===== src/rtl/vaf_pkg.sv =====
// shared constants, types and codes for the vlan allowlist filter
`timescale 1ns / 1ps
`default_nettype none
package vaf_pkg;

  localparam int COUNTER_KEYS  = 4097;
  localparam int COUNTER_WIDTH = 64;
  localparam int KEY_W         = $clog2(COUNTER_KEYS);
  localparam int VID_W         = 12;
  localparam int QUEUE_DEPTH   = 2;
  localparam int QPTR_W        = $clog2(QUEUE_DEPTH);
  localparam int QCNT_W        = $clog2(QUEUE_DEPTH + 1);

  localparam logic [15:0] TPID_CTAG      = 16'h8100;
  localparam logic [15:0] TPID_STAG      = 16'h88A8;
  localparam logic [15:0] ETH_HDR_LEN    = 16'd14;
  localparam logic [15:0] TAGGED_HDR_LEN = 16'd18;

  localparam logic [KEY_W-1:0] PLAIN_KEY    = KEY_W'(4096);
  localparam logic [KEY_W-1:0] LAST_KEY     = KEY_W'(COUNTER_KEYS - 1);
  localparam logic [VID_W-1:0] ALLOWED_RESET = VID_W'(100);

  // work kinds handed from front to back
  localparam logic [1:0] KIND_NONE = 2'd0;
  localparam logic [1:0] KIND_READ = 2'd1;
  localparam logic [1:0] KIND_BUMP = 2'd2;

  typedef logic [COUNTER_WIDTH-1:0] count_t;

  typedef struct packed {
    logic [1:0]       kind;
    logic             bump_pass;
    logic             bump_drop;
    logic             verdict;
    logic             counted;
    logic [KEY_W-1:0] key;
  } op_t;

  typedef struct packed {
    count_t seen;
    count_t pass;
    count_t drop;
  } counters_t;

endpackage
`default_nettype wire


===== src/rtl/vaf_queue.sv =====
// short fifo of classified work between front and back
`timescale 1ns / 1ps
`default_nettype none
module vaf_queue (
  input  wire           clk,
  input  wire           rst,
  input  wire           push,
  input  vaf_pkg::op_t  push_op,
  input  wire           pop,
  output vaf_pkg::op_t  head,
  output logic          empty,
  output logic          full
);
  import vaf_pkg::*;

  op_t                entries [QUEUE_DEPTH];
  logic [QPTR_W-1:0]  wr_ptr;
  logic [QPTR_W-1:0]  rd_ptr;
  logic [QCNT_W-1:0]  count;

  assign empty = (count == '0);
  assign full  = (count == QCNT_W'(QUEUE_DEPTH));
  assign head  = entries[rd_ptr];

  always_ff @(posedge clk) begin
    if (push) begin
      entries[wr_ptr] <= push_op;
    end
  end

  always_ff @(posedge clk) begin
    if (rst) begin
      wr_ptr <= '0;
      rd_ptr <= '0;
      count  <= '0;
    end else begin
      if (push) begin
        wr_ptr <= (wr_ptr == QPTR_W'(QUEUE_DEPTH - 1)) ? '0 : wr_ptr + QPTR_W'(1);
      end
      if (pop) begin
        rd_ptr <= (rd_ptr == QPTR_W'(QUEUE_DEPTH - 1)) ? '0 : rd_ptr + QPTR_W'(1);
      end
      case ({push, pop})
        2'b10:   count <= count + QCNT_W'(1);
        2'b01:   count <= count - QCNT_W'(1);
        default: count <= count;
      endcase
    end
  end

endmodule
`default_nettype wire


===== config.mk =====
export PLATFORM = sky130hd
export DESIGN_NAME = vaf_queue
export DESIGN_NICKNAME = d
export VERILOG_FILES = /design/src/rtl/vaf_pkg.sv /design/src/rtl/vaf_queue.sv
export SDC_FILE = /design/constraint.sdc
export NUM_CORES = 1
export LEC_CHECK = 0
export BUFFER_PORTS_ARGS = -buffer_cell sky130_fd_sc_hd__buf_2
export CELL_PAD_IN_SITES_DETAIL_PLACEMENT = 0
export CELL_PAD_IN_SITES_GLOBAL_PLACEMENT = 1
export CORE_MARGIN = 2
export CORE_UTILIZATION = 36
export CTS_CLUSTER_DIAMETER = 30
export DETAILED_ROUTE_END_ITERATION = 7
export PLACE_DENSITY = 0.73
export SYNTH_ARGS = -nofsm -noshare
export SYNTH_HDL_FRONTEND = slang
export SYNTH_SLANG_ARGS = --single-unit
export TNS_END_PERCENT = 20

===== constraint.sdc =====
create_clock -name clk -period 4.95 [get_ports clk]
set_clock_uncertainty 0.05 [all_clocks]
set_input_delay 0.7425 -clock clk [delete_from_list [all_inputs] [get_ports clk]]
set_output_delay 0.7425 -clock clk [all_outputs]
set_load 0.01 [all_outputs]

==> qor_table.md, run 1 <==
| Quantity | Reported | Unit |
|---|---|---|
| Lkg Pwr | 0.7317 | nW |
| Worst Setup End Kind | primary output | - |
| Placed Cells incl. Taps | 174 | - |
| Fraction of power consumed by sequential logic | 58.8 | % |
| Overall track demand over capacity in global routing | 11.15 | % |
| Number of top-level pins | 44 | - |
| Total via count after detailed routing | 833 | - |
| Routed len/inst | 14.18 | um |
| Maximum Capacitance Violations | 0 | - |
| Worst skew pair latency | 0.29 | ns |
| Post-cts gate resize count | 0 | - |
| Portion of total power attributed to combinational logic | 11.5 | % |
| Wire length of the first global-routing pass | 4133 | um |
| Worst Reg-to-Reg Cells | 1 | - |
| Die X | 70.10 | um |
| Worst ir drop on vdd | 0.1422 | mV |
| Largest area contributor in the synthesized netlist | sky130_fd_sc_hd__edfxtp_1 | - |
| Power share of the clock group | 29.7 | % |
| Sw Ratio | 21.93 | % |
| Fraction of final layout cells with drive strength greater than 1 | 53.85 | % |
| Final Worst Setup Slack | 2.425 | ns |
| Count of cells along the worst hold path | 2 | - |
| Proportion of register bits with asynchronous set or reset after synthesis | 0 | % |
| Cell area after technology mapping | 1573 | sq um |
| Yosys top cell area share | 72.55 | % |
| Count of warnings emitted by yosys | 0 | - |
| Share of the clock period used by the worst path after layout | 51.01 | % |
| Number of synthesized register bits | 43 | - |
| Initial DRT Pass Iterations | 4 | - |
| RSZ-0062 raised after global routing | false | - |
| CTS Root Cell | sky130_fd_sc_hd__clkbuf_8 | - |
| Pre-CTS setup slack | 2.705 | ns |
| Switching power total | 161.8 | uW |
| Worst min-delay path category | reg -> reg | - |
| Post-DP HPWL | 1740 | um |
| Met2 Usage GRT | 17.88 | % |
| Die Ht | 70.10 | um |
| Most common cell in the synthesized netlist | sky130_fd_sc_hd__edfxtp_1 | - |
| Sequential element share of the synthesized area | 78.92 | % |
| Clock slew at the register clock pins of the worst setup and hold paths | 0.08 | ns |
| Most instantiated flip-flop cell in the synthesis netlist | sky130_fd_sc_hd__edfxtp_1 | - |
| Minimum hold slack | 0.4749 | ns |
| Largest net degree at the start of global routing | 20 | - |
| Internal Pwr Total | 576.2 | uW |
| Hold Crit Endpoint | rd_ptr | - |
| H-tree lvl count | 2 | - |
| Drt first-iter violations | 40 | - |
| Critical hold path startpoint | rd_ptr | - |
| Global-route congestion overflow total | 0 | - |
| Flop2flop setup slack | 3.43 | ns |
| Via density per instance | 4.577 | - |
| Residual antenna-violating net count after detailed routing | 0 | - |
| Number of flops mapped to enable cells by yosys | 38 | - |
| Startpoint class of the critical path | flip-flop | - |
| Setup bufs post-CTS | 0 | - |
| Cts hold-fix bufs | 0 | - |
| Placed standard-cell area | 1843 | sq um |
| Critical path start-end classification | reg -> out | - |
| Antenna cell count | 0 | - |
| Result of the run | complete, no violations | - |
| Post-layout util | 45.02 | % |
| Largest stage delay on the critical path | 0.87 | ns |
| Number of buffers on the longest clock path | 2 | - |
| P per Cell Area | 381.8 | nW/um^2 |
| Gr busiest metal | met2 | - |
| Number of hold violations in the final report | 0 | - |
| Achievable clock frequency | 396.1 | MHz |
| Top cells by area, synth | sky130_fd_sc_hd__edfxtp_1 (73%), sky130_fd_sc_hd__mux2_2 (14%), sky130_fd_sc_hd__dfxtp_1 (6.4%) | - |
| Initial Util | 36.63 | % |
| Met1 usage in global routing | 13.64 | % |
| Synth top cells by count | sky130_fd_sc_hd__edfxtp_1 (38), sky130_fd_sc_hd__mux2_2 (19), sky130_fd_sc_hd__nor2_1 (6) | - |
| Transition time at the pin with the least slew margin | 0.9594 | ns |
| Average footprint of a synthesized cell | 19.42 | sq um |
| Routed wire length | 2581 | um |
| Vias in the first global route | 913 | - |
| Met3 track demand over resource in global routing | 4.185 | % |
| Syn Inst Count | 81 | - |
| Worst r2r src | wr_ptr | - |
| Floorplan row count | 24 | - |
| CTS tree | built | - |
| Post-route total power | 738.0 | uW |
| DRC violations left | 0 | - |
| Die Outline Area | 4913 | sq um |
| Setup TNS after final layout | 0 | ns |
| Standard cell with the maximum stage delay on the critical path | sky130_fd_sc_hd__dfxtp_1 | - |
| Critical path fanouts, max | 19 | - |
| Min cycle time layout | 2.525 | ns |
| Number of CTS-inserted buffers | 5 | - |
| Chain of cells forming the critical path | mux2_2 > buf_2 | - |
| Net count reported at finish | 153 | - |
| Normalized max-slew margin | 35.97 | % |
| Count of clock tree sinks | 43 | - |
| RD Place Congestion | 0.6802 | - |
| Max-slew violations | 0 | - |
| Total setup violations reported at the end of the flow | 0 | - |
| Arrival time at the worst endpoint | 1.73 | ns |
| CP Data Required Time | 4.16 | ns |
| Area of the core region | 4294 | sq um |
| Port Buffers | 43 | - |
| Final design area excluding fillers | 1933 | sq um |
| End of the worst register-to-register path | entries[0][18] | - |
| Growth of design area from synthesis to finish | 22.91 | % |
| Synth Net Count | 105 | - |
| Count of placed standard cells in the final layout, fillers left out | 182 | - |
| Number of antenna violations at the first check in global routing | 0 | - |
| Cell variety after synth | 15 | - |
-- sequential cells by signal (all words and copies together) (netlist names), named ones only --
| signal | flops |
|---|---|
| count | 2 |
| entries | 38 |
| rd_ptr | 1 |
| wr_ptr | 1 |
-- worst max-delay path by stage --
stage | startpoint | end
global placement | flip-flop | head[0]
detailed placement | flip-flop | head[0]
CTS | flip-flop | head[0]
floorplan | push | entries[0][0]
global route | flip-flop | head[8]
finish | flip-flop | head[6]
-- cell usage in the layout (no fill, tap or decap) --
cell type and count:
sky130_fd_sc_hd__ha_1 1, sky130_fd_sc_hd__and2_1 1, sky130_fd_sc_hd__clkbuf_1 1, sky130_fd_sc_hd__nor2_1 5, sky130_fd_sc_hd__buf_2 43, sky130_fd_sc_hd__xor2_1 1, sky130_fd_sc_hd__xnor2_1 3, sky130_fd_sc_hd__o21ai_0 1
sky130_fd_sc_hd__nor2_2 1, sky130_fd_sc_hd__and2b_2 1, sky130_fd_sc_hd__edfxtp_1 38, sky130_fd_sc_hd__mux2_2 19, sky130_fd_sc_hd__clkinv_1 1, sky130_fd_sc_hd__inv_1 1, sky130_fd_sc_hd__clkbuf_8 6, sky130_fd_sc_hd__a21oi_1 1
sky130_fd_sc_hd__or3_1 1, sky130_fd_sc_hd__dfxtp_1 5
-- power groups by stage --
| stage | Clock (mW) | Combinational, mW | Sequential [mW] |
|---|---|---|---|
| 2_1_floorplan | 0 | 0.0555 | 0.435 |
| 3_3_place_gp | 0 | 0.0837 | 0.442 |
| 3_5_place_dp | 0 | 0.0857 | 0.443 |
| 4_1_cts | 0.225 | 0.0864 | 0.435 |
| 5_1_grt | 0.237 | 0.0929 | 0.437 |
| 6_report | 0.219 | 0.0847 | 0.434 |
-- cell families after synthesis --
family / Yosys count / synth area share, %
flops: 43 / 78.92
mux: 19 / 13.60
simple gates: 9 / 2.785
xor+xnor: 4 / 2.228
buf+inv: 3 / 1.034
compound gates: 2 / 0.6358
fa+ha+maj: 1 / 0.7954
-- metal layers --
| layer | up-vias | part of all wire (%) |
|---|---|---|
| li1 | 399 | - |
| met1 | 401 | 43 |
| met2 | 29 | 49 |
| met3 | 4 | 6.0 |
| met4 | 0 | 1.4 |
| met5 | - | 0 |
-- cell type report --
cell class | instances | area, sq um
flip-flops and latches | 43 | 1241
repair buffers | 43 | 215.2
clock buffers | 7 | 86.33
well taps | 52 | 65.06
clock inverters | 1 | 3.754
fillers | 389 | 2361
inverters | 1 | 3.754
multi-input cells | 35 | 317.8
-- critical path, delay by kind of cell, from the launching register on --
kind | cells | cell delay [ns]
buffers and inverters | 1 | 0.14
muxes | 1 | 0.43
DFF | 1 | 0.87
Power figures use the tool's default switching activity.
==> inputs of run 2 (changes only) <==
--- a/config.mk
+++ b/config.mk
@@ -12,7 +12,7 @@
 export CORE_UTILIZATION = 36
 export CTS_CLUSTER_DIAMETER = 30
 export DETAILED_ROUTE_END_ITERATION = 7
-export PLACE_DENSITY = 0.73
+export PLACE_DENSITY = 0.76
 export SYNTH_ARGS = -nofsm -noshare
 export SYNTH_HDL_FRONTEND = slang
 export SYNTH_SLANG_ARGS = --single-unit
==> constraint.sdc (replaced) <==
create_clock -name clk -period 2 [get_ports clk]
set_clock_uncertainty 0.05 [all_clocks]
set_input_delay 0.3 -clock clk [delete_from_list [all_inputs] [get_ports clk]]
set_output_delay 0.3 -clock clk [all_outputs]
set_load 0.01 [all_outputs]
==> run 2 against run 1 <==
  * Global-route usage is 0.66 points higher
  * Flip-flop and latch count stayed put
  * Clock power is 130% higher
  * Power is 140% higher
  * Critical path depth is 1 higher
  * Critical endpoint is now head[16]
  * Largest cell class unchanged
==> qor_table.md, run 2 (synthesized netlist as in run 1, its figures left out) <==
| Quantity | Reported | Unit | Delta |
|---|---|---|---|
| P per Cell Area | 914.3 | nW/um^2 | was 381.8 nW/um^2 |
| Net count reported at finish | 159 | - | was 153 |
| Registers with the most flip-flops | entries (38), count (2) | - | unchanged |
| Fraction of final layout cells with drive strength greater than 1 | 55.88 | % | was 53.85% |
| Transition time at the pin with the least slew margin | 0.1809 | ns | was 0.9594 ns |
| Worst skew pair latency | 0.28 | ns | was 0.29 ns |
| Critical path's top delay family | multiplexers | - | was flip-flops |
| Max reg flops | 38 | - | unchanged |
| Share of the clock period used by the worst path after layout | 82.37 | % |  |
| Worst Reg-to-Reg Cells | 2 | - | was 1 |
| Antenna cell count | 0 | - | unchanged |
| Growth of design area from synthesis to finish | 25.22 | % | was 22.91% |
| Capture point of the critical path | head[16] | - | was head[6] |
| Number of CTS-inserted buffers | 5 | - | unchanged |
| Critical path fanouts, max | 10 | - | was 19 |
| Drt first-iter violations | 42 | - | was 40 |
| Worst ir drop on vdd | 0.4144 | mV | was 0.1422 mV |
| Worst min-delay path category | in -> reg | - | was reg -> reg |
| CP Data Required Time | 1.65 | ns | was 4.16 ns |
| Startpoint class of the critical path | flip-flop | - | unchanged |
| Total setup violations reported at the end of the flow | 0 | - | unchanged |
| Standard cell with the maximum stage delay on the critical path | sky130_fd_sc_hd__mux2_2 | - | was sky130_fd_sc_hd__dfxtp_1 |
| Number of hold violations in the final report | 0 | - | unchanged |
| Routed len/inst | 14.03 | um | was 14.18 um |
| Number of top-level pins | 44 | - | unchanged |
| Post-cts gate resize count | 0 | - | unchanged |
| DRC violations left | 0 | - | unchanged |
| Arrival time at the worst endpoint | 1.30 | ns | was 1.73 ns |
| Port Buffers | 43 | - | unchanged |
| Post-DP HPWL | 1938 | um | was 1740 um |
| Total via count after detailed routing | 851 | - | was 833 |
| Minimum hold slack | 0.1473 | ns | was 0.4749 ns |
| Chain of cells forming the critical path | buf_4 > mux2_2 > buf_2 | - | was mux2_2 > buf_2 |
| Largest register by flop count | entries | - | unchanged |
| Initial Util | 36.63 | % | unchanged |
| Count of clock tree sinks | 43 | - | unchanged |
| Die Ht | 70.10 | um | unchanged |
| Result of the run | complete, no violations | - | unchanged |
| Normalized max-slew margin | 87.85 | % | was 35.97% |
| Residual antenna-violating net count after detailed routing | 0 | - | unchanged |
| Initial DRT Pass Iterations | 3 | - | was 4 |
| RD Place Congestion | 0.6465 | - | was 0.6802 |
| Layout filler cell count | 392 | - | was 389 |
| Achievable clock frequency | 607.0 | MHz |  |
| Combined buffer and inverter count along the critical path | 2 | - | was 1 |
| Wire length of the first global-routing pass | 4326 | um | was 4133 um |
| Flop2flop setup slack | 0.90 | ns | was 3.43 ns |
| Die Outline Area | 4913 | sq um | unchanged |
| Largest stage delay on the critical path | 0.35 | ns | was 0.87 ns |
| Number of buffers on the longest clock path | 2 | - | unchanged |
| Setup TNS after final layout | 0 | ns | unchanged |
| Leading cell type in the layout, fill and taps excluded | sky130_fd_sc_hd__buf_2 | - | unchanged |
| Min cycle time layout | 1.647 | ns |  |
| Global-route congestion overflow total | 0 | - | unchanged |
| Largest net degree at the start of global routing | 13 | - | was 20 |
| CTS Root Cell | sky130_fd_sc_hd__clkbuf_8 | - | unchanged |
| Max-slew violations | 0 | - | unchanged |
| Lkg Pwr | 0.7589 | nW | was 0.7317 nW |
| Via density per instance | 4.527 | - | was 4.577 |
| Setup bufs post-CTS | 0 | - | unchanged |
| Worst Setup End Kind | primary output | - | unchanged |
| Overall track demand over capacity in global routing | 11.81 | % | was 11.15% |
| Number of antenna violations at the first check in global routing | 0 | - | unchanged |
| Worst r2r src | wr_ptr | - | unchanged |
| Critical path start-end classification | reg -> out | - | unchanged |
| Clock slew at the register clock pins of the worst setup and hold paths | 0.07 | ns | was 0.08 ns |
| End of the worst register-to-register path | entries[1][1] | - | was entries[0][18] |
| Floorplan row count | 24 | - | unchanged |
| Die X | 70.10 | um | unchanged |
| Post-layout util | 45.86 | % | was 45.02% |
| RSZ-0062 raised after global routing | false | - | unchanged |
| Area of the core region | 4294 | sq um | unchanged |
| CTS tree | built | - | unchanged |
| Leading cell types in the layout, fill and taps excluded | sky130_fd_sc_hd__buf_2 (43), sky130_fd_sc_hd__edfxtp_1 (38), sky130_fd_sc_hd__mux2_2 (19) | - | unchanged |
| Cts hold-fix bufs | 0 | - | unchanged |
| H-tree lvl count | 2 | - | unchanged |
| Maximum Capacitance Violations | 0 | - | unchanged |
| Number of cells on the critical path | 3 | - | was 2 |
| Routed wire length | 2638 | um | was 2581 um |
| Vias in the first global route | 972 | - | was 913 |
-- run 2: cell count changes in the layout (fill, tap and decap cells not counted) --
cell,before,now
sky130_fd_sc_hd__buf_4,0,6
sky130_fd_sc_hd__clkbuf_1,1,2
sky130_fd_sc_hd__clkbuf_8,6,5
sky130_fd_sc_hd__clkinv_1,1,0
sky130_fd_sc_hd__clkinv_2,0,1
-- run 2: per-layer routing --
metal | global-route usage, % | routed length, um
met5 | 0 | 0
met4 | 4.487 | 37
met3 | 5.051 | 158
met2 | 21.59 | 1463
met1 | 11.76 | 978
-- run 2: final cells by class --
cell class	count	area [sq um]	share of cell area [%]
Sequential cell	43	1241	63.02
Multi-Input combinational cell	35	317.8	16.14
Inverter	1	3.754	0.1906
Clock buffer	7	76.32	3.875
Tap cell	52	65.06	3.304
Timing Repair Buffer	49	260.3	13.21
Clock inverter	1	5.005	0.2541
-- run 2: stage by stage --
step	total power [mW]	instances	cell area (sq um)	setup slack (ns)
floorplan	1.213	81	1573	0.3940
global placement	1.311	180	1888	0.6402
detailed placement	1.325	180	1888	0.5825
CTS	1.841	188	1969	0.3242
global route	1.894	188	1969	0.2880
finish	1.801	188	1969	0.3526
-- run 2: worst min-delay path by stage --
stage | slack [ns] | depth (start not counted) | start | endpoint
2_1_floorplan | 0.32 | 1 | rst | count[1]
3_3_place_gp | 0.43 | 2 | count[1] | count[1]
3_5_place_dp | 0.44 | 1 | push_op[4] | entries[0][4]
4_1_cts | 0.14 | 1 | push_op[4] | entries[1][4]
5_1_grt | 0.13 | 1 | push_op[8] | entries[0][8]
6_report | 0.15 | 1 | push_op[4] | entries[0][4]
-- run 2: power breakdown --
part	switching [mW]	total (mW)	internal (mW)
registers	0.0200	1.06	1.04
logic	0.118	0.237	0.120
clock network	0.257	0.502	0.245
total	0.395	1.80	1.41
