**config.mk**
```make
export PLATFORM = sky130hd
export DESIGN_NAME = vaf_front
export DESIGN_NICKNAME = d
export VERILOG_FILES = /design/src/rtl/vaf_pkg.sv /design/src/rtl/vaf_front.sv
export SDC_FILE = /design/constraint.sdc
export NUM_CORES = 1
export LEC_CHECK = 0
export BUFFER_PORTS_ARGS = -buffer_cell sky130_fd_sc_hd__buf_2
export CAP_MARGIN = 40
export CORE_ASPECT_RATIO = 0.9
export CORE_MARGIN = 2
export CORE_UTILIZATION = 30
export DETAILED_ROUTE_END_ITERATION = 10
export HOLD_SLACK_MARGIN = 0.08
export MAX_ROUTING_LAYER = met4
export PLACE_DENSITY = 0.78
export REMOVE_ABC_BUFFERS = 1
export SYNTH_ARGS = -nofsm -noshare
export SYNTH_HDL_FRONTEND = slang
export SYNTH_SLANG_ARGS = --single-unit
```
**constraint.sdc**
```tcl
create_clock -name clk -period 2.1 [get_ports clk]
set_input_delay 0.21 -clock clk [delete_from_list [all_inputs] [get_ports clk]]
set_output_delay 0.21 -clock clk [all_outputs]
set_load 0.1 [all_outputs]
```
**src/rtl/vaf_pkg.sv**
```systemverilog
// shared constants, types and codes for the vlan allowlist filter
`timescale 1ns / 1ps
`default_nettype none
package vaf_pkg;

  localparam int COUNTER_KEYS  = 4097;
  localparam int COUNTER_WIDTH = 64;
  localparam int KEY_W         = $clog2(COUNTER_KEYS);
  localparam int VID_W         = 12;
  localparam int QUEUE_DEPTH   = 2;
  localparam int QPTR_W        = $clog2(QUEUE_DEPTH);
  localparam int QCNT_W        = $clog2(QUEUE_DEPTH + 1);

  localparam logic [15:0] TPID_CTAG      = 16'h8100;
  localparam logic [15:0] TPID_STAG      = 16'h88A8;
  localparam logic [15:0] ETH_HDR_LEN    = 16'd14;
  localparam logic [15:0] TAGGED_HDR_LEN = 16'd18;

  localparam logic [KEY_W-1:0] PLAIN_KEY    = KEY_W'(4096);
  localparam logic [KEY_W-1:0] LAST_KEY     = KEY_W'(COUNTER_KEYS - 1);
  localparam logic [VID_W-1:0] ALLOWED_RESET = VID_W'(100);

  // work kinds handed from front to back
  localparam logic [1:0] KIND_NONE = 2'd0;
  localparam logic [1:0] KIND_READ = 2'd1;
  localparam logic [1:0] KIND_BUMP = 2'd2;

  typedef logic [COUNTER_WIDTH-1:0] count_t;

  typedef struct packed {
    logic [1:0]       kind;
    logic             bump_pass;
    logic             bump_drop;
    logic             verdict;
    logic             counted;
    logic [KEY_W-1:0] key;
  } op_t;

  typedef struct packed {
    count_t seen;
    count_t pass;
    count_t drop;
  } counters_t;

endpackage
`default_nettype wire

```
**src/rtl/vaf_front.sv**
```systemverilog
// front end: allowed vlan register and frame classification
`timescale 1ns / 1ps
`default_nettype none
module vaf_front (
  input  wire                         clk,
  input  wire                         rst,
  input  wire                         cfg_we,
  input  wire  [vaf_pkg::VID_W-1:0]   cfg_wdata,
  input  wire                         cmd,
  input  wire  [15:0]                 frame_len,
  input  wire  [15:0]                 ethertype,
  input  wire  [15:0]                 tag_control,
  input  wire  [vaf_pkg::KEY_W-1:0]   read_key,
  output vaf_pkg::op_t                op
);
  import vaf_pkg::*;

  logic [VID_W-1:0] permit_vid;
  logic [VID_W-1:0] vid;
  logic             has_tpid;

  always_ff @(posedge clk) begin
    if (rst) begin
      permit_vid <= ALLOWED_RESET;
    end else if (cfg_we) begin
      permit_vid <= cfg_wdata;
    end
  end

  assign vid      = tag_control[VID_W-1:0];
  assign has_tpid = (ethertype == TPID_CTAG) || (ethertype == TPID_STAG);

  always_comb begin
    op = '0;
    op.kind = KIND_NONE;
    if (cmd) begin
      op.key = read_key;
      if (read_key <= PLAIN_KEY) begin
        op.kind    = KIND_READ;
        op.counted = 1'b1;
      end
    end else if (frame_len < ETH_HDR_LEN) begin
      op.kind = KIND_NONE;
    end else if (!has_tpid) begin
      op.kind      = KIND_BUMP;
      op.counted   = 1'b1;
      op.bump_pass = 1'b1;
      op.key       = PLAIN_KEY;
    end else if (frame_len < TAGGED_HDR_LEN) begin
      op.kind = KIND_NONE;
    end else begin
      op.kind    = KIND_BUMP;
      op.counted = 1'b1;
      op.key     = KEY_W'(vid);
      if (vid == permit_vid) begin
        op.bump_pass = 1'b1;
      end else begin
        op.bump_drop = 1'b1;
        op.verdict   = 1'b1;
      end
    end
  end

endmodule
`default_nettype wire

```
==> results.cfg, run 1 <==
[clock_network]
cts_num_sinks = 12
htreeDepth = 1
clk_pin_slew_ns = 0.07
clockRootBuffer = clkbuf_4
clk_latency_ns = 0.26
cts_tree = yes
clock_path_buffers = 2
cts_setup_buffers = 0
cts_inserted_buffers = 3
ctsHoldBuffers = 0

[global_routing]
grt_pass1_wl_um = 4620
grt.total_usage_pct = 18.0
first_global_vias = 1110
grt_max_degree = 16
antenna_found_initial = 0
grt_overflow = 0

[drt]
ant_nets = 0
routed-wl-met2_um = 1710
drc = 0
drtIter0Drc = 22
drt_pass1_iterations = 4
wl_um = 3050
routed-via-count = 1118
wl_per_cell_um = 13.4
viasPerCell = 4.90
highest_layer = met4
dr_wl_met3_um = 245
wl_met1_um = 1040

[timing]
finalCritPeriodShare_pct = 86.5
setup_slack_ns = 0.284
setup_viol_count_final = 0
slew_headroom_pct = 67.4
hold_viol = 0
fin_skew_ns = 0
slew_viol_final = 0
worst_slew_pin_slew_ns = 0.493
fmax_ghz = 0.551
min_period_ns = 1.82
rsz0062_at_grt = false

[critical_path]
critPathMaxStageDelay_ns = 0.44
cp.required_ns = 1.89
critical_path_class = reg -> out
end_kind = output port
crit_fanout = 2
arrival_ns = 1.61
path_cells = xnor2_1, nand4_1, o41ai_2, buf_12
crit_slowest_cell = o41ai_2
cp-start-kind = flip-flop

[power_and_ir_drop]
switchingPower_w = 0.000298
clockPowerShare_pct = 17.6
powerDensity_nw_per_um2 = 454
p_int_w = 0.000469
irDropWorstVdd_mv = 0.350
leakagePower_nw = 0.776
p_seq_share_pct = 32.7
p_comb_share_pct = 49.7
swShare_pct = 38.9

[floorplan]
initial_core_util_pct = 32.3
core_area_um2 = 2820
ioPinCount = 96
die-area_um2 = 3480
die_x_um = 62
dieHeight_um = 56.2
rows = 18

[yosys]
seq_area_frac_synth_pct = 26.4
ys_ff_latch = 12
yosysWarnings = 0
syn_avg_cell_area_um2 = 9.18
syn_area_um2 = 908
ys_types = 31
ys_async_sr_fraction_pct = 0
synth-edff-count = 0
postSynthCellCount = 99
synth_flop_cell = dfxtp_1

[cells_and_area]
largest_reg_flops = 12
layout_common_cells = buf_2 (72), buf_12 (18), a22o_1 (12), xnor2_1 (12), dfxtp_1 (12)
seq_area_um2 = 240
top_register = permit_vid
reg.largest.list = permit_vid x12
fillers = 250
final_common_cell = buf_2
utilization_pct = 60.0
syn2layout_area_growth_pct = 86.0
final_nets = 267
diodes = 0
drive_gt1_share_pct = 55.3
multi_input_area_um2 = 633

[placed_design]
dpl.hpwl_um = 2650
io_buffers = 90
gp_congestion = 0.820
pre_cts_slack_ns = 0.302

[hold_path]
min_path_type = in -> reg

[outcome]
outcome = complete, no violations

[run]
drv_cap = 0
-- cells in the mapped netlist (2+ instances only) --
cell / n / area, um2
nor2b_1: 3 / 18.8
nor3_1: 4 / 20.0
mux2i_1: 10 / 100
inv_1: 2 / 7.51
dfxtp_1: 12 / 240
nor4_1: 4 / 25.0
nand3_1: 2 / 10.0
nor2_1: 10 / 37.5
nand4_1: 3 / 18.8
a22o_1: 12 / 105
a211o_1: 3 / 26.3
xnor2_1: 12 / 105
nor4b_2: 2 / 30.0
clkbuf_1: 3 / 11.3
-- worst max-delay path, delay by kind of cell (launching register included) --
family	cells	cell delay, ns
flip-flops	1	0.33
AO/OA/AOI/OAI	1	0.44
buffers and inverters	1	0.23
AND/OR/NAND/NOR	1	0.16
XOR/XNOR	1	0.18
-- repair_timing --
| action | 4_1_cts | 5_1_grt |
|---|---|---|
| endpoints found under the hold margin | 0 | 0 |
| endpoints found under the setup margin | 0 | 1 |
| resized for setup | 0 | 1 |
-- routing by layer --
metal | global-route usage [%] | up-vias
met3 | 1.63 | 6
li1 | - | 561
met2 | 34.7 | 52
met4 | 6.99 | 0
met5 | - | -
met1 | 17.2 | 499
-- worst paths after layout --
path                            cells after the start      startpoint             end  slack, ns
worst max-delay path                                4   permit_vid[1]          op[16]       0.28
worst min-delay path                                2    cfg_wdata[6]   permit_vid[6]       0.15
worst max register to register                      2   permit_vid[6]   permit_vid[6]       1.32
worst min register to register                      2  permit_vid[10]  permit_vid[10]       0.52
-- cells by family after synthesis --
logic type | count (synthesis) | synth area share [%]
xor gates and xnor gates | 12 | 11.6
and+or+nand+nor | 34 | 24.8
muxes | 10 | 11.0
buffers and inverters | 8 | 4.68
AOI/OAI and AO/OA | 23 | 21.5
DFF | 12 | 26.4
-- metrics by stage --
stage          instance area [um2]  hold WS (ns)  TNS, ns  cells  power [W]
6_report                      1690         0.146        0    228   0.000767
5_1_grt                       1690         0.146        0    228   0.000808
4_1_cts                       1680         0.136        0    228   0.000777
3_5_place_dp                  1660         0.418        0    225   0.000640
3_3_place_gp                  1660         0.413        0    225   0.000634
2_1_floorplan                  873         0.282    -8.54     93   0.000458
-- area by class of cell --
| class | instances | share of cell area, % |
|---|---|---|
| repair buffers | 92 | 43.6 |
| clock buffers | 3 | 1.33 |
| flip-flops and latches | 12 | 14.2 |
| inverters | 2 | 0.444 |
| multi-input cells | 79 | 37.5 |
| well taps | 40 | 2.96 |
-- power groups by stage --
stage	clock (W)	sequential (W)	combinational, W
after global placement	0	0.000256	0.000379
after floorplan	0	0.000254	0.000204
after global routing	0.000150	0.000253	0.000406
final	0.000135	0.000251	0.000381
after detailed placement	0	0.000256	0.000384
after CTS	0.000142	0.000251	0.000384
Note: power is estimated with default switching activity, not from simulation.
==> run 2, diff against run 1 <==
--- a/config.mk
+++ b/config.mk
@@ -5,6 +5,7 @@
 export SDC_FILE = /design/constraint.sdc
 export NUM_CORES = 1
 export LEC_CHECK = 0
+export ABC_AREA = 1
 export BUFFER_PORTS_ARGS = -buffer_cell sky130_fd_sc_hd__buf_2
 export CAP_MARGIN = 40
 export CORE_ASPECT_RATIO = 0.9
@@ -13,7 +14,7 @@
 export DETAILED_ROUTE_END_ITERATION = 10
 export HOLD_SLACK_MARGIN = 0.08
 export MAX_ROUTING_LAYER = met4
-export PLACE_DENSITY = 0.78
+export PLACE_DENSITY = 0.71
 export REMOVE_ABC_BUFFERS = 1
 export SYNTH_ARGS = -nofsm -noshare
 export SYNTH_HDL_FRONTEND = slang
==> run 2 against run 1 <==
  * Synthesized area increased by 34%
  * Sequential power about the same
  * Synthesized cell count increased by 140%
  * Critical path type unchanged
  * Highest routed layer unchanged
==> results.cfg, run 2 <==
[timing]
rsz0062_at_grt = false
finalCritPeriodShare_pct = 83.1
fmax_ghz = 0.573
slew_viol_final = 0
hold_viol = 0
worst_slew_pin_slew_ns = 0.484
setup_viol_count_final = 0
slew_headroom_pct = 68.0
setup_slack_ns = 0.354
min_period_ns = 1.75
fin_skew_ns = 0

[floorplan]
die-area_um2 = 4570
dieHeight_um = 64.3
rows = 21
ioPinCount = 96
die_x_um = 71.0
core_area_um2 = 3810
initial_core_util_pct = 31.9

[clock_network]
cts_tree = yes
ctsResizeCount = 0
clockRootBuffer = clkbuf_8
clk_latency_ns = 0.24
clk_pin_slew_ns = 0.05
cts_num_sinks = 12
cts_inserted_buffers = 3
clock_path_buffers = 2
ctsHoldBuffers = 0
htreeDepth = 1
cts_setup_buffers = 0

[power_and_ir_drop]
powerDensity_nw_per_um2 = 442
power_w = 0.000863
leakagePower_nw = 1.09
irDropWorstVdd_mv = 0.249

[drt]
viasPerCell = 4.47
drc = 0
routed-via-count = 1660
drt_pass1_iterations = 4
ant_nets = 0
wl_per_cell_um = 9.74
wl_um = 3610
drtIter0Drc = 30

[hold_path]
holdPathStages = 3
hold_end = permit_vid[5]
min_path_type = in -> reg
min-delay-start = cfg_wdata[5]

[critical_path]
r2r_cells = 2
path_buf_inv = 2
path_cells = inv_1, nand2_1, nand2_1, nand2_1, nor2_1, nand3_1, nand2_1, nor2_1, buf_12
path_common_cell = nand2_1
cp-start-kind = flip-flop
path_delay_family = simple AND/OR/NAND/NOR gates
reg2reg_slack_ns = 1.45
end_kind = output port
rr_endpoint = permit_vid[7]
critPathMaxStageDelay_ns = 0.33
reg2reg_from = permit_vid[7]
cp.required_ns = 1.89
crit_slowest_cell = dfxtp_1
critical_path_class = reg -> out
arrival_ns = 1.54
crit_fanout = 2

[global_routing]
antenna_found_initial = 0
first_global_vias = 1520
grt_overflow = 0
grt_max_degree = 17
grt_pass1_wl_um = 6000
grt.total_usage_pct = 16.7

[yosys]
synthTopCellsByArea = nand2_1 (30%), dfxtp_1 (20%), nor2_1 (11%)
ys_async_sr_fraction_pct = 0
synth_flop_cell = dfxtp_1
yosysTopAreaCell = nand2_1
seq_area_frac_synth_pct = 19.8
ys_ff_latch = 12
synth.most_common_cell = nand2_1
syn_avg_cell_area_um2 = 5.12
postSynthCellCount = 237
synth-edff-count = 0
synth_top_cells_by_count = nand2_1 (98), nor2_1 (36), inv_1 (30), nor3_1 (13), dfxtp_1 (12)
synthDominantCellAreaShare_pct = 30.3
ys_types = 22
yosysWarnings = 0
syn_area_um2 = 1210

[placed_design]
gp_congestion = 0.804
io_buffers = 90
dpl.cell_count = 368
pre_cts_slack_ns = 0.431
dpl.hpwl_um = 3190

[cells_and_area]
fin_cells = 371
top_register = permit_vid
final_common_cell = nand2_1
syn2layout_area_growth_pct = 61.0
final_nets = 404
reg.largest.list = permit_vid x12
diodes = 0
largest_reg_flops = 12
layout_common_cells = nand2_1 (98), buf_2 (75), nor2_1 (36), inv_1 (30), buf_12 (15)
drive_gt1_share_pct = 31.1

[run]
drv_cap = 0

[outcome]
outcome = complete, no violations
==> run 2: cell types whose count changed after synthesis, moves of 9 or more <==
cell,delta
nand2_1,+97
inv_1,+28
nor2_1,+26
a22o_1,-12
mux2i_1,-10
o21ai_0,+10
nor3_1,+9
==> run 2: worst register-to-register path, cell delays in order (launching register included) <==
cell,delay [ns]
dfxtp_1,0.31
o21ai_0,0.17
nor2_1,0.06
==> run 2: metrics by stage <==
stage               hold WS (ns)  util, %  TNS (ns)  area (um2)
floorplan                  0.310        -     -2.97        1160
global placement           0.427     50.2         0        1910
detailed placement         0.428     50.2         0        1910
CTS                        0.174     51.3         0        1950
global route               0.196     51.3         0        1950
finish                     0.178     51.3         0        1950
==> run 2: kinds of logic (layout without fill, tap and decap cells) <==
logic type	after synthesis	count (layout)	share of synthesized area [%]
buffers and inverters	38	126	13.6
AND/OR/NAND/NOR	160	160	53.4
AO/OA/AOI/OAI	21	21	8.87
flip-flops	12	12	19.8
XOR/XNOR	6	6	4.33
==> run 2: report_power, final <==
group	internal, W	switching (W)
sequential	0.000244	0.00000950
combinational	0.000148	0.000253
clock	0.000126	0.0000818
total	0.000519	0.000345
==> run 2: worst max path at each step <==
stage | cells after the start | end | startpoint
2_1_floorplan | 6 | op[14] | ethertype[10]
3_3_place_gp | 8 | op[9] | frame_len[1]
3_5_place_dp | 10 | op[10] | frame_len[2]
4_1_cts | 9 | op[15] | permit_vid[0]
5_1_grt | 9 | op[14] | permit_vid[2]
6_report | 9 | op[15] | permit_vid[0]
==> run 2: area by class of cell <==
| class | instances | area, um2 |
|---|---|---|
| multi-input combinational | 187 | 808 |
| clock buffer | 3 | 41.3 |
| tap | 46 | 57.6 |
| sequential | 12 | 240 |
| inverter | 31 | 116 |
| timing repair buffer | 92 | 691 |
| fill | 407 | 1860 |
==> run 2: layer usage <==
metal,vias to the layer above,track usage (%),share of wire [%]
met1,706,18.4,44
met4,0,3.54,0.75
met2,54,29.8,47
li1,895,-,-
met5,-,-,0
met3,5,5.21,7.9
==> run 3, diff against run 2 <==
--- a/config.mk
+++ b/config.mk
@@ -5,7 +5,7 @@
 export SDC_FILE = /design/constraint.sdc
 export NUM_CORES = 1
 export LEC_CHECK = 0
-export ABC_AREA = 1
+export ABC_AREA = 0
 export BUFFER_PORTS_ARGS = -buffer_cell sky130_fd_sc_hd__buf_2
 export CAP_MARGIN = 40
 export CORE_ASPECT_RATIO = 0.9
@@ -14,7 +14,7 @@
 export DETAILED_ROUTE_END_ITERATION = 10
 export HOLD_SLACK_MARGIN = 0.08
 export MAX_ROUTING_LAYER = met4
-export PLACE_DENSITY = 0.71
+export PLACE_DENSITY = 0.81
 export REMOVE_ABC_BUFFERS = 1
 export SYNTH_ARGS = -nofsm -noshare
 export SYNTH_HDL_FRONTEND = slang
==> constraint.sdc (replaced) <==
create_clock -name clk -period 1.6 [get_ports clk]
set_input_delay 0.16 -clock clk [delete_from_list [all_inputs] [get_ports clk]]
set_output_delay 0.16 -clock clk [all_outputs]
set_load 0.1 [all_outputs]
==> run 3 against run 2 <==
  * The run now ends with negative setup slack left
  * Sequential share of layout area shrank 0.19 points
  * Via count is 21% lower
  * Flip-flop and latch count unchanged
  * Critical path depth down 4
  * Die area decreased by 24%
  * Non-clock buffer count is 8 higher
  * Critical endpoint is now op[16]
  * Highest routed layer unchanged
==> results.cfg, run 3 (synthesized netlist as in run 1, its figures left out) <==
[power_and_ir_drop]
leakagePower_nw = 0.937
power_w = 0.00118
irDropWorstVdd_mv = 0.494
powerDensity_nw_per_um2 = 570

[outcome]
violations = negative setup slack
outcome = complete, but fails checks

[placed_design]
pre_cts_slack_ns = -0.0556
gp_congestion = 0.885
dpl.hpwl_um = 2690
io_buffers = 90
dpl_cell_area_um2 = 1700

[clock_network]
clockRootBuffer = clkbuf_4
cts_tree = yes
htreeDepth = 1
clk_latency_ns = 0.27
cts_inserted_buffers = 3
clk_pin_slew_ns = 0.08
cts_num_sinks = 12
clock_path_buffers = 2
ctsHoldBuffers = 0

[drt]
wl_um = 4680
wl_per_cell_um = 19.7
ant_nets = 0
dr_wl_met3_um = 411
routed-wl-met2_um = 2540
drt_pass1_iterations = 4
drtIter0Drc = 26
drc = 0
wl_met1_um = 1510
highest_layer = met4
viasPerCell = 5.51
routed-via-count = 1307

[timing]
finalCritPeriodShare_pct = 111
slew_headroom_pct = 74.5
fin_skew_ns = 0
worst_slew_pin_slew_ns = 0.382
setup_slack_ns = -0.176
hold_viol = 0
min_period_ns = 1.78
setup_viol_count_final = 16
rsz0062_at_grt = true
slew_viol_final = 0
fmax_ghz = 0.563

[run]
drv_cap = 0

[cells_and_area]
top_register = permit_vid
diodes = 0
reg.largest.list = permit_vid x12
drive_gt1_share_pct = 71.1
layout_common_cells = buf_2 (62), buf_12 (18), buf_6 (14), nor2_1 (10)
syn2layout_area_growth_pct = 128
largest_reg_flops = 12
final_common_cell = buf_2
fin_area_um2 = 2070
final_nets = 275

[floorplan]
die_x_um = 62
dieHeight_um = 56.2
rows = 18
ioPinCount = 96
die-area_um2 = 3480
initial_core_util_pct = 32.3
core_area_um2 = 2820

[critical_path]
end_kind = output port
cp.required_ns = 1.44
critical_path_class = reg -> out
cp-start-kind = flip-flop
crit_fanout = 2
arrival_ns = 1.62

[global_routing]
first_global_vias = 1293
antenna_found_initial = 0
grt_max_degree = 16
grt.total_usage_pct = 22.8
grt_pass1_wl_um = 5730
grt_overflow = 0

[hold_path]
min_path_type = in -> reg
run 3: cell types whose count changed in the layout (fill, tap and decap cells not counted), sizes merged, moves of 9 or more:
cell / change
o21ai: -11
mux2i: +10
nand2: -98
inv: -29
nor3: -9
a22o: +12
nor2: -29
run 3: final timing paths:
kind	startpoint	to	slack (ns)	depth (start not counted)
worst max-delay path	permit_vid[9]	op[16]	-0.18	5
worst min-delay path	cfg_wdata[5]	permit_vid[5]	0.1	2
worst max register to register	permit_vid[6]	permit_vid[6]	0.79	2
worst min register to register	permit_vid[7]	permit_vid[7]	0.51	2
run 3: layer usage:
metal	vias to the layer above	GRT usage, %
li1	585	-
met1	616	18.5
met2	82	46.7
met3	24	4.65
met4	0	6.99
met5	-	-
run 3: where the power goes:
part           internal (W)  leakage [nW]  switching, W
registers          0.000320         0.101     0.0000150
clock network      0.000138        0.0210     0.0000998
logic              0.000265         0.815      0.000340
run 3: layout make-up:
class / count / area (um2)
Tap cell: 40 / 50.0
Timing Repair Buffer: 100 / 891
Sequential cell: 12 / 250
Clock buffer: 4 / 36.3
Inverter: 2 / 7.51
Multi-Input combinational cell: 79 / 833
Fill cell: 176 / 747
run 3: what timing repair did:
| item | in CTS | in global routing |
|---|---|---|
| endpoints found under the setup margin | 17 | 18 |
| pin swaps | 18 | 15 |
| gates cloned | 1 | 0 |
| buffers inserted | 2 | 2 |
| resized for setup | 31 | 25 |
run 3: critical path, cell delays in order, from the launching register on:
cell and delay, ns:
dfxtp_1 0.34, xnor2_1 0.19, nand4_1 0.17, o41ai_2 0.30
buf_4 0.17, buf_12 0.16
run 3: per-stage QoR:
step | cells | hold WS, ns | utilization, % | setup TNS [ns]
detailed placement | 229 | 0.379 | 60.5 | -0.555
floorplan | 93 | 0.232 | - | -15.79
global route | 237 | 0.0882 | 73.5 | -2.21
CTS | 235 | 0.0960 | 68.1 | -0.477
finish | 237 | 0.0999 | 73.5 | -1.48
global placement | 229 | 0.366 | 60.5 | -0.507
